$ cat config.mk
export PLATFORM = sky130hd
export DESIGN_NAME = line_command_keyword_matcher_unit
export DESIGN_NICKNAME = d
export VERILOG_FILES = /design/src/rtl/lckm_pkg.sv /design/src/rtl/line_command_keyword_matcher_unit.sv /design/src/rtl/lckm_cell.sv
export VERILOG_INCLUDE_DIRS = /design/src /design/src/rtl
export SDC_FILE = /design/constraint.sdc
export NUM_CORES = 1
export LEC_CHECK = 0
export ABC_AREA = 1
export CAP_MARGIN = 20
export CORE_MARGIN = 2
export CORE_UTILIZATION = 33
export CTS_BUF_LIST = sky130_fd_sc_hd__clkbuf_4
export DETAILED_ROUTE_END_ITERATION = 8
export DONT_BUFFER_PORTS = 1
export PLACE_DENSITY = 0.44
export SLEW_MARGIN = 30
export SYNTH_ARGS = -nofsm -noshare
export SYNTH_HDL_FRONTEND = slang
export SYNTH_SLANG_ARGS = --single-unit
$ cat constraint.sdc
create_clock -name clk -period 2 [get_ports clk]
set_clock_uncertainty 0.1 [all_clocks]
set_input_delay 0.2 -clock clk [delete_from_list [all_inputs] [get_ports clk]]
set_output_delay 0.2 -clock clk [all_outputs]
set_load 0.02 [all_outputs]
$ cat src/rtl/line_command_keyword_matcher_unit_macros.svh
// Assertion helpers used by the matcher top module.
`ifndef LINE_COMMAND_KEYWORD_MATCHER_UNIT_MACROS_SVH
`define LINE_COMMAND_KEYWORD_MATCHER_UNIT_MACROS_SVH

// Same-cycle implication, disabled during reset.
`define LCKM_ASSERT_IMP(lbl, ante, cons, msg) \
  lbl: assert property (@(posedge clk) disable iff (rst) (ante) |-> (cons)) \
    else $error(msg);

// Next-cycle implication, disabled during reset.
`define LCKM_ASSERT_NXT(lbl, ante, cons, msg) \
  lbl: assert property (@(posedge clk) disable iff (rst) (ante) |=> (cons)) \
    else $error(msg);

`endif

$ cat src/rtl/lckm_pkg.sv
package lckm_pkg;

  localparam int NUM_KEYWORDS_DEF    = 8;
  localparam int MAX_KEYWORD_LEN_DEF = 16;

  // Keyword table: rows beyond the last keyword are empty strings.
  localparam int KW_ROWS = 16;
  localparam int KW_COLS = 40;
  localparam int KW_BITS = 8 * KW_COLS;

  localparam int IDX_W = 4;
  localparam int CMD_W = 4;

  localparam logic [7:0]       NEWLINE_BYTE  = 8'd10;
  localparam logic [CMD_W-1:0] CMD_NONE      = 4'd8;

  // String literals are right-aligned, first character in the highest used byte.
  localparam logic [KW_BITS-1:0] KW_RAW [KW_ROWS] = '{
    KW_BITS'({"led_all", "_on"}),
    KW_BITS'({"led_all", "_off"}),
    KW_BITS'({"led_left", "_on"}),
    KW_BITS'({"led_right", "_on"}),
    KW_BITS'({"led_flower", "_on"}),
    KW_BITS'({"led_flower", "_off"}),
    KW_BITS'({"led_left", "_keepon"}),
    KW_BITS'({"led_right", "_keepon"}),
    '0, '0, '0, '0, '0, '0, '0, '0
  };

  typedef struct packed {
    logic             found;
    logic [IDX_W-1:0] index;
  } match_t;

  typedef struct packed {
    logic             found;
    logic [2:0]       index;
    logic [CMD_W-1:0] command;
  } result_t;

  function automatic int kw_raw_len(input int k);
    int n;
    n = 0;
    for (int i = 0; i < KW_COLS; i++) begin
      if (KW_RAW[k][8*i +: 8] != 8'd0) n++;
    end
    return n;
  endfunction

  // Keyword length as seen by a matcher that looks at max_len bytes at most.
  function automatic int kw_len(input int k, input int max_len);
    int n;
    n = kw_raw_len(k);
    return (n < max_len) ? n : max_len;
  endfunction

  // Character p of keyword k, counted from the start of the keyword.
  function automatic logic [7:0] kw_char(input int k, input int p);
    int         l;
    logic [7:0] c;
    l = kw_raw_len(k);
    c = 8'd0;
    if (p < l) c = KW_RAW[k][8*(l-1-p) +: 8];
    return c;
  endfunction

endpackage

$ cat src/rtl/line_command_keyword_matcher_unit.sv
// An accepted newline's result leaves from out_reg, via skid_reg while out_reg is held.
// Throughput: one byte item per cycle; bytes other than newline give no result item.
// The input stalls only while the skid register holds a second unsent result.
// Reset: position 0, every keyword flag set, current command 8 (none), no result pending.
module line_command_keyword_matcher_unit #(
  parameter int NUM_KEYWORDS    = lckm_pkg::NUM_KEYWORDS_DEF,
  parameter int MAX_KEYWORD_LEN = lckm_pkg::MAX_KEYWORD_LEN_DEF
) (
  input  logic                      clk,
  input  logic                      rst,
  input  logic                      in_valid,
  output logic                      in_stall,
  input  logic [7:0]                rx_byte,
  output logic                      out_valid,
  input  logic                      out_stall,
  output logic                      keyword_found,
  output logic [2:0]                keyword_index,
  output logic [lckm_pkg::CMD_W-1:0] current_command
);
  import lckm_pkg::*;
  `include "line_command_keyword_matcher_unit_macros.svh"

  localparam int PosW = $clog2(MAX_KEYWORD_LEN + 1);

  logic            accept;
  logic            is_newline;
  logic            step;
  logic            line_end;
  logic [PosW-1:0] line_pos;
  logic [CMD_W-1:0] selected_cmd;
  logic [CMD_W-1:0] selected_cmd_next;
  match_t          chain [NUM_KEYWORDS+1];
  result_t         result_next;
  result_t         out_reg;
  result_t         skid_reg;
  logic            skid_valid;
  logic            out_take;

  // Hold the input whenever a second result is parked in the skid stage.
  assign in_stall   = skid_valid;
  assign accept     = in_valid && !in_stall;
  assign is_newline = (rx_byte == NEWLINE_BYTE);
  // Bytes past the compare window are dropped; the position saturates.
  assign step       = accept && !is_newline && (line_pos < PosW'(MAX_KEYWORD_LEN));
  assign line_end   = accept && is_newline;

  always_ff @(posedge clk) begin
    if (rst || line_end) begin
      line_pos <= '0;
    end else if (step) begin
      line_pos <= line_pos + PosW'(1);
    end
  end

  // Row of keyword cells; the priority chain runs from keyword 0 upwards.
  assign chain[0] = '0;
  for (genvar k = 0; k < NUM_KEYWORDS; k++) begin : g_cell
    lckm_cell #(
      .K               (k),
      .MAX_KEYWORD_LEN (MAX_KEYWORD_LEN)
    ) u_cell (
      .clk       (clk),
      .rst       (rst),
      .rx_byte   (rx_byte),
      .line_pos  (line_pos),
      .step      (step),
      .line_end  (line_end),
      .chain_in  (chain[k]),
      .chain_out (chain[k+1])
    );
  end

  // A match replaces the sticky command; otherwise keep it.
  always_comb begin
    selected_cmd_next = chain[NUM_KEYWORDS].found ?
                        CMD_W'(chain[NUM_KEYWORDS].index) : selected_cmd;
    result_next.found   = chain[NUM_KEYWORDS].found;
    result_next.index   = chain[NUM_KEYWORDS].found ?
                          chain[NUM_KEYWORDS].index[2:0] : 3'd0;
    result_next.command = selected_cmd_next;
  end

  always_ff @(posedge clk) begin
    if (rst) begin
      selected_cmd <= CMD_NONE;
    end else if (line_end) begin
      selected_cmd <= selected_cmd_next;
    end
  end

  // Output register with a skid stage behind it.
  assign out_take = out_valid && !out_stall;

  always_ff @(posedge clk) begin
    if (rst) begin
      out_valid  <= 1'b0;
      skid_valid <= 1'b0;
    end else if (!out_valid || out_take) begin
      if (skid_valid) begin
        out_valid  <= 1'b1;
        skid_valid <= 1'b0;
      end else begin
        out_valid  <= line_end;
      end
    end else if (line_end) begin
      skid_valid <= 1'b1;
    end
  end

  always_ff @(posedge clk) begin
    if (!out_valid || out_take) begin
      if (skid_valid) begin
        out_reg <= skid_reg;
      end else if (line_end) begin
        out_reg <= result_next;
      end
    end else if (line_end) begin
      skid_reg <= result_next;
    end
  end

  assign keyword_found   = out_reg.found;
  assign keyword_index   = out_reg.index;
  assign current_command = out_reg.command;

  `LCKM_ASSERT_IMP(a_skid_behind_out, skid_valid, out_valid,
    "skid stage holds an item while the output register is empty")
  `LCKM_ASSERT_NXT(a_line_restart, line_end, line_pos == '0,
    "line position not cleared after a newline")
  `LCKM_ASSERT_NXT(a_cmd_sticky, !line_end, $stable(selected_cmd),
    "current command changed without a newline")
  `LCKM_ASSERT_IMP(a_found_cmd, out_valid && keyword_found,
    current_command[2:0] == keyword_index,
    "reported command disagrees with the matched keyword")

endmodule

$ cat src/rtl/lckm_cell.sv
module lckm_cell #(
  parameter int K               = 0,
  parameter int MAX_KEYWORD_LEN = lckm_pkg::MAX_KEYWORD_LEN_DEF
) (
  input  logic                                       clk,
  input  logic                                       rst,
  input  logic [7:0]                                 rx_byte,
  input  logic [$clog2(MAX_KEYWORD_LEN+1)-1:0]      line_pos,
  input  logic                                       step,
  input  logic                                       line_end,
  input  lckm_pkg::match_t                           chain_in,
  output lckm_pkg::match_t                           chain_out
);
  import lckm_pkg::*;

  localparam int PosW = $clog2(MAX_KEYWORD_LEN + 1);
  localparam int Len  = kw_len(K, MAX_KEYWORD_LEN);

  logic                       alive;
  logic [MAX_KEYWORD_LEN-1:0] miss;
  logic                       mismatch;
  logic                       hit;

  // One comparator per keyword character position; only the one at the current position can fire.
  for (genvar p = 0; p < MAX_KEYWORD_LEN; p++) begin : g_pos
    if (p < Len) begin : g_cmp
      localparam logic [7:0] Ch = kw_char(K, p);
      assign miss[p] = (line_pos == PosW'(p)) && (rx_byte != Ch);
    end else begin : g_none
      assign miss[p] = 1'b0;
    end
  end

  assign mismatch = |miss;
  assign hit      = alive && (line_pos >= PosW'(Len));

  always_ff @(posedge clk) begin
    if (rst || line_end) begin
      alive <= 1'b1;
    end else if (step && mismatch) begin
      alive <= 1'b0;
    end
  end

  // Lower index wins: pass an earlier hit through untouched.
  always_comb begin
    chain_out.found = chain_in.found || hit;
    chain_out.index = chain_in.found ? chain_in.index : IDX_W'(K);
  end

endmodule

==> After elaboration in Yosys (flattened, before gate mapping) <==
Index checks and enable logic that the tools add are counted.
{ "word_totals": {"register_bits": 35, "output_inout_bits": 10, "input_bits": 12, "wordCells": 167} }
{ "classes": {"n_bitwise": 1, "n_eq_ne": 32, "addsub": 1, "n_mux": 12, "n_lt_le_gt_ge": 8, "reduce_logical": 95} }
{ "op_table": {"columns": ["operator", "n"], "rows": [
  ["$ne A8 B7 Y1 const B", 16],
  ["$logic_and A1 B1 Y1", 69],
  ["$eq A5 B4 Y1 const B", 8],
  ["$ge A5 B4 Y1 const B", 6],
  ["$reduce_or A11 Y1", 2],
  ["$eq A5 B3 Y1 const B", 4],
  ["$mux W8", 2],
  ["$reduce_or A16 Y1", 1],
  ["$mux W3", 5],
  ["$reduce_or A15 Y1", 1],
  ["$reduce_or A14 Y1", 1],
  ["$reduce_or A13 Y1", 1],
  ["$reduce_or A12 Y1", 1],
  ["$eq A5 B2 Y1 const B", 2],
  ["$reduce_or A10 Y1", 1],
  ["$logic_or A1 B1 Y1", 9],
  ["$eq A8 B4 Y1 const B", 1],
  ["$add A5 B1 Y5 const B", 1],
  ["$eq A5 B1 Y1 const B", 1],
  ["$ge A5 B5 Y1 const B", 1],
  ["$logic_not A5 Y1", 1],
  ["$lt A5 B5 Y1 const B", 1],
  ["$logic_not A1 Y1", 4],
  ["$mux W2", 2],
  ["6 further kinds", 8]
]} }

==> Depth between registers and ports, before layout <==
Gate-level depths: netlist of the first run.
{ "depth": {"ltp_word": 12, "ltp_mapped": 17, "mapped_depth_nobuf": 16} }

==> By module <==
Synthesis of the first run repeated with hierarchy kept, for this count alone.
{ "hier_totals": {"cells_unflattened": 975, "hier_area_um2": 4830.9} }
{ "modules_own_cells": {"columns": ["module", "cells_per_inst", "n_inst", "seq_area_each_um2", "area_each_um2"], "rows": [
  ["line_command_keyword_matcher_unit", 140, 1, 700.7, 1233.7],
  ["lckm_cell (g_cell[7].u_cell)", 128, 1, 20.0, 566.8],
  ["lckm_cell (g_cell[3].u_cell)", 105, 1, 20.0, 457.9],
  ["lckm_cell (g_cell[6].u_cell)", 106, 1, 20.0, 456.7],
  ["lckm_cell (g_cell[5].u_cell)", 106, 1, 20.0, 446.7],
  ["lckm_cell (g_cell[4].u_cell)", 102, 1, 20.0, 436.7],
  ["lckm_cell (g_cell[1].u_cell)", 101, 1, 20.0, 430.4],
  ["lckm_cell (g_cell[2].u_cell)", 97, 1, 20.0, 411.6],
  ["lckm_cell (g_cell[0].u_cell)", 90, 1, 20.0, 390.4]
]} }

==> Worst setup path after synthesis of the first run <==
Ideal clock, no wire load.
{ "synth_timing": {"path_kind": "register to register", "from": "register skid_valid, in the netlist in_stall", "to": "register out_reg, in the netlist current_command[0] (enable)", "setup_ns": 0.385, "period_less_slack_ns": 1.988, "path_buffers": 0, "required_time_ns": 1.515, "path_slack_ns": 0.012, "arrival_ns": 1.502, "path_stages_with_launch": 6, "cell_sequence": "dfxtp_1 -> inv_1 -> nand2_1 -> inv_1 -> nand4_1 -> a21boi_0"} }
{ "synth_via": {"elab_chain_len": 5} }
{ "synth_rtl": {"columns": ["element", "line", "text"], "rows": [
  ["start, declared", "line_command_keyword_matcher_unit.sv:36", "logic skid_valid;"],
  ["start signal, assigned", "line_command_keyword_matcher_unit.sv:97", "skid_valid <= 1'b0;"],
  ["start signal, assigned", "line_command_keyword_matcher_unit.sv:101", "skid_valid <= 1'b0;"],
  ["start signal, assigned", "line_command_keyword_matcher_unit.sv:106", "skid_valid <= 1'b1;"],
  ["$logic_not A1 Y1", "line_command_keyword_matcher_unit.sv:41", "assign accept = in_valid && !in_stall;"],
  ["$logic_and A1 B1 Y1", "line_command_keyword_matcher_unit.sv:41", null],
  ["$logic_and A1 B1 Y1", "line_command_keyword_matcher_unit.sv:45", "assign line_end = accept && is_newline;"],
  ["$reduce_bool A2 Y1 (no line) (*)", null, null],
  ["$reduce_and A2 Y1 (no line) (*)", null, null],
  ["end signal, assigned", "line_command_keyword_matcher_unit.sv:113", "out_reg <= skid_reg;"],
  ["end signal, assigned", "line_command_keyword_matcher_unit.sv:115", "out_reg <= result_next;"],
  ["end, declared", "line_command_keyword_matcher_unit.sv:34", "result_t out_reg;"]
]} }
Every way passes the cells marked *; elsewhere a longest branch is shown, timed or not.
A chain may end at the register's enable or synchronous reset.

==> Final worst setup path of the first run <==
{ "layout_timing": {"from": "register line_pos[1]", "to": "register out_reg, in the netlist current_command[1] (data pin)"} }
{ "layout_via": {"elab_chain_len": 12} }
{ "layout_rtl": {"columns": ["element", "line", "text"], "rows": [
  ["start, declared", "line_command_keyword_matcher_unit.sv:29", "logic [PosW-1:0] line_pos;"],
  ["start signal, assigned", "line_command_keyword_matcher_unit.sv:51", "line_pos <= line_pos + PosW'(1);"],
  ["$ge A5 B4 Y1", "lckm_cell.sv:35", "assign hit = alive && (line_pos >= PosW'(Len));"],
  ["$logic_and A1 B1 Y1", "lckm_cell.sv:35", null],
  ["$logic_or A1 B1 Y1", "lckm_cell.sv:47", "chain_out.found = chain_in.found || hit;"],
  ["$mux W2 or $logic_or A1 B1 Y1 (tied branches) (2 in series)", "lckm_cell.sv:48, lckm_cell.sv:47", null],
  ["$mux W3 or $logic_or A1 B1 Y1 (tied branches) (4 in series)", "lckm_cell.sv:48, lckm_cell.sv:47", null],
  ["$mux W4 (*)", "line_command_keyword_matcher_unit.sv:75", "selected_cmd_next = chain[NUM_KEYWORDS].found ?"],
  ["$mux W8 (*)", "line_command_keyword_matcher_unit.sv:114", "end else if (line_end) begin"],
  ["$mux W8 (*)", "line_command_keyword_matcher_unit.sv:112", "if (skid_valid) begin"]
]} }
Every way passes the cells marked *; elsewhere a longest branch is shown, timed or not. The select of a mux whose other input is x is not followed.

==> results of run 1 <==
cell type report:
class                   instances  area [µm²]
flip-flops and latches         35         872
clock inverters                 3        43.8
clock buffers                   5        37.5
inverters                      52         200
repair buffers                 59         448
well taps                      99         124
multi-input cells             265        1520
fillers                       788        3890
routing by layer:
layer | share of wire | wire, µm | GRT usage
met3 | 0.031 | 208 | 0.0286
met4 | 0.0053 | 35 | 0.0326
met5 | 0 | 0 | 0
met2 | 0.50 | 3280 | 0.306
met1 | 0.47 | 3080 | 0.229
path summary, 6_finish.rpt:
kind,start,endpoint,cells past startpoint
worst max-delay path,line_pos[1],current_command[1],13
worst min-delay path,in_valid,selected_cmd[3],5
worst max register to register,line_pos[1],current_command[1],13
worst min register to register,g_cell[3].u_cell.alive,g_cell[3].u_cell.alive,2
timing repair:
item,in CTS,in global routing
pin swaps,13,15
endpoints found under the hold margin,6,0
resized for setup,32,42
setup endpoints to repair,20,26
hold buffers,2,0
setup buffers,3,6
synth_stat cells (all sizes together):
library cell    n
a21boi          2
dfxtp          19
a21oi          10
nor2           43
clkbuf          3
nand3          17
inv            51
or2             1
xor2            1
nor3           13
clkinv          1
o21ai          17
edfxtp         16
nand2         132
buf             3
a31oi           5
a211oi          1
ha              5
nand4          12
o21a            1
o22ai           3
o31ai           1
o221a           1
worst max-delay path, delay by kind of cell (launching register included):
family	cells	cell delay, ps
flip-flops	1	390
AND/OR/NAND/NOR	12	1130
adder cells (fa/ha/maj)	1	180
cells by family (layout without fill, tap and decap cells):
logic type	count (synthesis)	after routing	synth area share
AO/OA/AOI/OAI	41	41	0.101
XOR/XNOR	1	1	0.00366
adder cells (fa/ha/maj)	5	5	0.0262
buffers and inverters	58	119	0.0984
flip-flops	35	35	0.360
AND/OR/NAND/NOR	218	218	0.411
cell usage in the layout, fill, tap and decap left out, types with 3 or more instances in the layout:
master,Yosys,routed
a21oi_1,9,7
a31oi_1,5,5
buf_4,0,57
clkbuf_4,0,5
dfxtp_1,19,14
dfxtp_2,0,3
edfxtp_1,16,16
ha_4,0,3
inv_1,48,43
inv_2,3,8
nand2_1,121,108
nand2_2,10,17
nand2_4,1,7
nand3_1,17,13
nand3_2,0,4
nand4_1,11,11
nor2_1,38,28
nor2_2,2,7
nor2_4,2,7
nor3_1,11,8
nor3_2,2,5
o21ai_0,10,5
o21ai_1,6,7
o21ai_2,1,5
through the flow:
step / setup TNS (ps) / hold slack, ps
5_1_grt: -1070 / 202
3_5_place_dp: -631 / 209
2_1_floorplan: 0 / 196
6_report: -26.2 / 181
4_1_cts: -55.2 / 175
3_3_place_gp: -327 / 206
where the power goes:
part           leakage, nW  internal [mW]  total (mW)  switching [mW]
logic                 1.25         0.0972       0.239           0.142
clock network       0.0452          0.263       0.528           0.265
registers            0.306          0.763       0.784          0.0204
==> results summary, run 1 <==
The flow ran to the end, but the final reports show violations. The checks that failed: negative setup slack. Setup repair after global routing could not meet its margin everywhere. By area the synthesized netlist is led by edfxtp_1 20%, nand2_1 19%, dfxtp_1 16%.

The worst setup path is of the reg -> reg kind. Entering global routing, the biggest net connects 15 pins. The headroom to the max-slew limit came out at 0.678. Summed over all nets, the half-perimeter wirelength after detailed placement is 5.18 mm.

In this run, synthesis produced a sequential element count of 35. The via count of the first global-routing pass came out at 2306. The final worst setup slack is -26.2 ps. The utilization after layout is 0.455. The worst-skew pair later-pin latency is 340 ps.

Clock-pin slew was measured on the worst setup and hold paths at 120 ps. Global routing finished with a remaining overflow of 0. The leakage power came out at 1.60 nW. The net count of the finished layout is 435. The number of buffers added by the clock tree synthesis step is 5. The sequential fraction of the synthesis area came out at 0.360. The design draws 1.55 mW.

The largest buffer count on any clock path is 2. The final-report hold violation count is 0. STA classifies the critical path startpoint as a register. During placement, the flow inserted port buffers numbering 0. The detailed-route via count is 2386.

The routed via count divided by cell count is 4.61. TritonCTS built the clock tree. The number of library cell types mapped by synthesis came out at 36. The post-synthesis net count came out at 375. The detailed-route wire length is 6.61 mm.

Subtracting the final worst setup slack from the clock period gives 2030 ps. The count of synthesis-stage warnings from yosys is 0. After detailed placement, the total cell area comes to 2840 µm². The cell type with the largest total area after synthesis is edfxtp_1. The number of cells after detailed placement came out at 500. The number of clock sinks seen by CTS came out at 35.

The antenna violation net count after detailed routing is 0. The starting utilization of the core area is 0.335. The average wire per cell in the routed design came out at 12.8 µm.

The achievable clock frequency is 494 MHz. For this design, the slowest cell found on the critical path is dfxtp_4. The cell sitting at the root of the clock tree is a clkbuf_4. In this run the cell area of the synthesized design comes to 2390 µm². The setup slack at placement came out at -97.7 ps.

During I/O placement, the number of pins put on the boundary was 22. Traced cell by cell, the critical path runs through ha_4, nand2_4, nor2_4, nor2_4, nand2_4, nand2_2, nand2_4, nor2_4, nand4_4, nor2_8, nand2_2, nand3_1, nand2_1. The core region is 7140 µm².

The number of detailed-routing iterations run before antenna repair is 4. The endpoint class of the critical path is a register. The die covers 7940 µm². The share of Yosys cell area claimed by the top area cell type is 0.201. The number of cells produced by synthesis is 358. The power density over cell area came out at 478 nW/µm².

The number of non-filler instances in the completed layout is 518. In this design, the stage delay of the slowest critical-path cell is 390 ps. Routability-driven placement finished with a final weighted congestion of 0.862. After synthesis, the mean cell area works out to 6.68 µm².

The CTS H-tree depth is 2. The top fanout value on the critical path is 7. The initial antenna violation count was 0. The antenna diode count came out at 0.

The global-route usage over all layers is 0.175. The largest vdd supply drop came out at 0.392 mV. The actual slew at the worst max-slew pin came out at 483 ps. The die is 89.1 µm wide.

The reported max-cap violation count is 0. From bottom edge to top edge, the die measures 89.1 µm. The count of standard-cell rows is 31. The number of pins with negative max-slew slack in the final report is 0.

Data on the critical path arrives at its endpoint at 2040 ps. In the routed design, unresolved DRC markers number 0. Of the cells placed in the final design, the portion with a size suffix greater than 1 is 0.341. The path class of the tightest hold or removal check is in -> reg. The post-route standard cell area excluding fillers is 3250 µm². The global-route wire length before repair is 10.7 mm.

The part of the cycle the worst path needs is 1.01. The flop-to-flop setup slack came out at -30 ps. The endpoint required time on the critical path came out at 2020 ps. Setup violations remaining at the end of the flow were counted as 1.

The relative area change from synthesis to final layout came out at 35.7%. The first routing iteration left 98 violations.
Power figures use the tool's default switching activity.
==> run 2: changes to the inputs <==
GPL_ROUTABILITY_DRIVEN = 0   (was default)
PLACE_DENSITY = 0.43   (was 0.44)
clock period = 2.54 ns   (was 2 ns; I/O delays follow)
==> run 2 against run 1 <==
- final area down 20%
- the flow now finishes without violations
- die area unchanged
- first-iteration DRC count fell by 15%
- highest routed layer unchanged
==> results summary, run 2 (same netlist as run 1, synthesis figures left out) <==
The run finished with clean final reports. The detailed-route via count is 2196 (-8.0%). The clock-pin transition on the worst setup and hold timing paths is 120 ps (about the same). The number of placed I/O pins is 22 (unchanged). In this run the most used layer during global routing was met2. The part of the cycle the worst path needs came out at 0.900 (-0.113). The starting utilization of the core area is 0.335 (unchanged).

The kind of start point of the critical path is a register. The kind of path behind the tightest hold check is in -> reg. Compared with the post-synthesis result, the final layout area differs by 8.48%.

The top fanout value on the critical path is 6 (-1). The number of pins with negative max-slew slack in the final report is 0 (unchanged). The number of DRC violations after detailed-routing iteration 0 came to 83 (-15%). The core area came to 7140 µm² (unchanged). The largest net degree at the start of global routing came out at 15 (unchanged). The largest buffer count on any clock path is 2 (unchanged). Leaving out fill and tap cells, the most frequent cells in the layout are 121 x nand2_1, 48 x inv_1, 38 x nor2_1, 17 x nand3_1, 17 x dfxtp_1.

The worst path arrival time came out at 2290 ps (+250 ps). The height of the chip is 89.1 µm (unchanged). The final worst hold slack is 6.88 ps (-174 ps). The startpoint identified for the worst register-to-register timing path is line_pos[0]. The aggregate negative setup slack is 0 ps (+26.2 ps). The headroom to the max-slew limit is 0.547 (-0.131). The CTS H-tree depth is 2 (unchanged).

The overflow left after global routing is 0 (unchanged). In this run the most critical hold path is launched from rst. The combined buffer and inverter count along the critical path came out at 0 (unchanged). The share of cells above drive strength 1 was 0.114 (-0.227). The final-report hold violation count is 0 (unchanged).

The number of cells on the worst reg-to-reg path is 15 (+2). The achievable clock frequency came out at 437 MHz (-11%). The cell seen most often among critical-path stages is nand2_1.

The gate family responsible for the most delay along the worst path is simple AND/OR/NAND/NOR gates. The floorplan die area came to 7940 µm² (unchanged). The number of detailed-routing iterations run before antenna repair is 4 (unchanged). TritonCTS built the clock tree. The minimum clock period after layout is 2290 ps (+260 ps). The setup violation total in the final timing report came out at 0 (-1). The via count of the first global-routing pass is 2044 (-11%). The number of buffers added by the clock tree synthesis step came out at 5 (unchanged).

The worst-skew pair later-pin latency is 340 ps (about the same). The antenna diode count came out at 0 (unchanged). The die boundary width came to 89.1 µm (unchanged). The detailed-route wire length came to 6.18 mm (-6.4%). The global-route wire length before repair is 10.2 mm (-4.8%). Clock tree synthesis selected as its root buffer the cell clkbuf_4. Setup repair after global routing left no endpoint under its margin. The largest vdd supply drop is 0.177 mV (-55%). The total power consumption of the routed design is 1.06 mW (-31%). The delay of the slowest critical-path stage came to 380 ps (about the same). The global-route usage over all layers was 0.167 (-0.00809). The average wire per cell in the routed design is 13.3 µm (+4.0%). Walking the worst path, the cells encountered are ha_1, nand2_1, nor2_2, nor2_4, nand2_2, nand2_1, nand2_1, nor2_4, nand3_1, nand2_1, nand2_1, nand2_1, nand2_2, nand2_1, nand2_1.

STA classifies the critical path endpoint as a register. The antenna violation net count after detailed routing is 0 (unchanged). The slowest cell on the critical path is dfxtp_2. The flop-to-flop setup slack came out at 250 ps (+280 ps).

The routing usage on met1 was 0.244 (+0.0155). The met2 layer usage reported by global route came out at 0.253 (-0.0539). The met3 track demand over resource in global routing is 0.0295 (+0.000923). The reported max-cap violation count came to 0 (unchanged). The worst hold path endpoint is selected_cmd[0]. The type of the worst setup path is reg -> reg. The number of cells traversed by the worst hold path is 3 (-2).

The count of buffers inserted at the top-level ports came out at 0 (unchanged). Leaving out fill and tap cells, the most frequent cell in the layout is nand2_1. The leakage power was 1.28 nW (-20%). The number of clock sinks seen by CTS is 35 (unchanged). The capturing point of the worst reg2reg path is current_command[0]. The net count of the finished layout is 383 (-12%). The initial antenna violation count was 0 (unchanged). The routed via count divided by cell count came out at 4.71 (+2.3%). The post-CTS setup-driven buffer insertion count came to 0 (-3). The DRC violation count after routing came to 0 (unchanged). The placed wire-length estimate was 4.91 mm (-5.2%). The power density over cell area is 410 nW/µm² (-14%). The endpoint required time on the critical path is 2540 ps (+520 ps). The actual slew at the worst max-slew pin came to 678 ps (+195 ps).

The count of standard-cell rows was 31 (unchanged).
-- run 2: cell types whose count changed in the layout (fill, tap and decap cells not counted), moves of 4 or more --
cell	delta
buf_4	-52
inv_1	+5
inv_2	-5
nand2_1	+13
nand2_2	-7
nand2_4	-6
nand3_1	+4
nand3_2	-4
nor2_1	+10
nor2_2	-5
nor2_4	-5
o21ai_0	+5
o21ai_2	-4
-- run 2: per-layer routing --
| metal | share of wire | wire length [µm] |
|---|---|---|
| met1 | 0.50 | 3100 |
| met2 | 0.44 | 2710 |
| met3 | 0.050 | 310 |
| met5 | 0 | 0 |
| met4 | 0.010 | 62 |
-- run 2: stage by stage --
step	utilization	instance area, µm²	cells	worst slack [ps]
after global routing	0.363	2590	466	20.0
after CTS	0.363	2590	466	198
after detailed placement	0.352	2510	456	222
final	0.363	2590	466	254
after floorplan	-	2390	358	552
after global placement	0.352	2510	456	191
-- run 2: worst max path at each step --
stage | cells past startpoint | from | slack, ps | endpoint
2_1_floorplan | 5 | in_stall | 550 | current_command[0]
3_3_place_gp | 13 | line_pos[0] | 190 | current_command[0]
3_5_place_dp | 15 | line_pos[4] | 220 | current_command[0]
4_1_cts | 14 | line_pos[0] | 200 | current_command[0]
5_1_grt | 15 | line_pos[0] | 20 | current_command[0]
6_report | 15 | line_pos[0] | 250 | current_command[0]
-- run 2: layout make-up --
class | count | area, µm²
Inverter | 52 | 196
Multi-Input combinational cell | 265 | 1290
Timing Repair Buffer | 7 | 57.6
Fill cell | 812 | 4540
Clock buffer | 6 | 45.0
Sequential cell | 35 | 863
Clock inverter | 2 | 12.5
Tap cell | 99 | 124
-- run 2: what timing repair did --
| item | in CTS | in global routing |
|---|---|---|
| gates resized for setup | 0 | 2 |
| endpoints found under the setup margin | 0 | 1 |
| hold endpoints to repair | 3 | 0 |
| hold buffers | 2 | 0 |
-- run 2: report_power, final --
group / internal [mW] / total [mW] / leakage (nW) / switching [mW]
logic: 0.0421 / 0.128 / 0.945 / 0.0861
registers: 0.602 / 0.618 / 0.304 / 0.0163
clock network: 0.118 / 0.317 / 0.0317 / 0.199
-- run 2: worst min-delay path, stage by stage --
cell and delay, ps:
nor2_1 60, nand2_1 70, nand2_1 40
==> run 3: changes to the inputs <==
CTS_BUF_LIST = sky130_fd_sc_hd__clkbuf_8   (was sky130_fd_sc_hd__clkbuf_4)
PLACE_DENSITY = 0.5   (was 0.43)
==> run 3 against run 2 <==
- final area is 1.7% higher
- setup slack better by 70 ps
- fmax is 3.2% higher
- cell count is 0.64% higher
==> results summary, run 3 (same netlist as run 1, synthesis figures left out) <==
Setup repair after global routing left no endpoint under its margin. The part of the cycle the worst path needs was 0.872 (-0.0276). The root buffer cell chosen for the clock tree is clkbuf_8. The largest vdd supply drop came out at 0.172 mV (-2.3%).

The core area was 7140 µm² (unchanged). The worst setup path is of the reg -> reg kind. The power density over cell area came out at 431 nW/µm² (+5.1%). The kind of path behind the tightest hold check is in -> reg.

The largest net degree at the start of global routing is 15 (unchanged). The number of detailed-routing iterations run before antenna repair is 4 (unchanged). The setup slack at placement came to 323 ps (+101 ps). The quantity of gates resized following cts came to 0 (unchanged). The worst-skew pair later-pin latency came out at 280 ps (-60 ps). The count of standard-cell rows is 31 (unchanged). The critical path starts at line_pos[0]. The endpoint required time on the critical path came out at 2480 ps (-60 ps).

The worst path arrival time came out at 2160 ps (-130 ps). The starting utilization of the core area came out at 0.335 (unchanged). The antenna violation net count after detailed routing came to 0 (unchanged). The utilization after layout came out at 0.370 (+0.00631). The overflow left after global routing was 0 (unchanged). The clock-pin transition on the worst setup and hold timing paths came out at 80 ps (-40 ps). The TritonCTS clock tree is yes. The detailed-route wire length is 5.75 mm (-6.9%).

The worst setup path is launched from a register. The final-report hold violation count was 0 (unchanged). In this run the worst setup path terminates at current_command[0]. Leaving out fill and tap cells, the most frequent cell in the layout is nand2_1. The reported max-cap violation count was 0 (unchanged).

The largest buffer count on any clock path came out at 2 (unchanged). The global-route wire length before repair is 9.44 mm (-7.7%). The number of cells on the worst reg-to-reg path came out at 14 (-1). The number of pins with negative max-slew slack in the final report was 0 (unchanged). The startpoint of the lowest-slack register-to-register path is line_pos[0]. The post-CTS setup-driven buffer insertion count came to 0 (unchanged).

The average wire per cell in the routed design is 12.3 µm (-7.5%). The flop-to-flop setup slack came to 320 ps (+70 ps). The number of placed I/O pins is 22 (unchanged). The achievable clock frequency came out at 451 MHz (+3.2%). The final worst setup slack came out at 324 ps (+70.2 ps).

The via count of the first global-routing pass was 2077 (+1.6%). The routed via count divided by cell count was 4.77 (+1.3%). The top cell types in the final layout, fill and taps aside, are 121 x nand2_1, 49 x inv_1, 38 x nor2_1, 19 x dfxtp_1, 17 x nand3_1. The setup violation total in the final timing report came out at 0 (unchanged). The number of cells after detailed placement came out at 460 (+0.88%). STA classifies the critical path endpoint as a register. The actual slew at the worst max-slew pin is 480 ps (-198 ps).

The detailed-route via count is 2238 (+1.9%). The global-route usage over all layers is 0.151 (-0.0158). The total power consumption of the routed design was 1.14 mW (+6.9%). The initial antenna violation count is 0 (unchanged). The flow ran to the end, and the final reports show no timing, DRC or antenna violations. The endpoint identified for the worst register-to-register timing path is current_command[0]. The number of non-filler instances in the completed layout was 469 (+0.64%). The share of cells above drive strength 1 came to 0.116 (+0.00177). The number of buffers added by the clock tree synthesis step is 5 (unchanged). The CTS H-tree depth is 2 (unchanged). The die boundary width is 89.1 µm (unchanged). The height of the chip came out at 89.1 µm (unchanged). The antenna diode count is 0 (unchanged).

The relative area change from synthesis to final layout came out at 10.4%. The placed wire-length estimate is 4.62 mm (-6.0%). The count of buffers inserted at the top-level ports is 0 (unchanged).

The net count of the finished layout is 386 (+0.78%). The aggregate negative setup slack came to 0 ps (unchanged). The headroom to the max-slew limit is 0.680 (+0.133). The leakage power is 1.31 nW (+2.3%).

The DRC violation count after routing came to 0 (unchanged). The number of clock sinks seen by CTS is 35 (unchanged). The minimum clock period after layout is 2220 ps (-70.2 ps). The top fanout value on the critical path is 6 (unchanged). The floorplan die area was 7940 µm² (unchanged). The number of DRC violations after detailed-routing iteration 0 came to 145 (+75%).
-- run 3: what timing repair did --
action | in CTS | in global routing
endpoints found under the hold margin | 2 | 0
hold buffers | 1 | 0
setup endpoints to repair | 0 | 0
-- run 3: per-layer routing --
metal	vias to the layer above	track usage	wire [µm]
met5	-	0	0
met4	0	0.0285	65
met3	7	0.0314	289
met2	57	0.248	2660
met1	998	0.207	2740
li1	1176	-	-
-- run 3: cell type report --
| cell class | count | area (µm²) |
|---|---|---|
| clock inverter | 3 | 16.3 |
| fill | 790 | 4500 |
| timing repair buffer | 10 | 77.6 |
| inverter | 52 | 196 |
| multi-input combinational | 265 | 1290 |
| clock buffer | 5 | 68.8 |
| sequential | 35 | 861 |
| tap | 99 | 124 |
-- run 3: per-stage QoR --
stage,instance area (µm²),hold WS (ps)
global route,2640,47.3
detailed placement,2540,265
floorplan,2390,250
global placement,2540,258
CTS,2640,36.8
finish,2640,42.7
-- run 3: power by group --
group          total [mW]  internal [mW]  switching [mW]
Sequential          0.616          0.602          0.0140
Clock               0.387          0.188           0.200
Combinational       0.133         0.0424          0.0910
Total                1.14          0.832           0.305
-- run 3: worst min-delay path by stage --
| stage | from | endpoint | slack (ps) | cells past startpoint |
|---|---|---|---|---|
| after CTS | rst | in_stall | 40 | 3 |
| after detailed placement | rst | selected_cmd[3] | 260 | 2 |
| final | rst | in_stall | 40 | 3 |
| after floorplan | rst | selected_cmd[3] | 250 | 2 |
| after global routing | rst | in_stall | 50 | 3 |
| after global placement | rst | selected_cmd[3] | 260 | 2 |
-- run 3: critical path, cell delays in order, from the launching register on --
cell     delay (ps)
dfxtp_1         430
ha_1            280
nand2_1         110
nor2_2          210
nor2_4           40
nand2_2          90
nand2_1          70
nand2_1         110
nor2_4           60
nand4_4          90
nand2_1          60
nand2_1         120
nand2_2          80
nand2_1          60
nand2_1          40
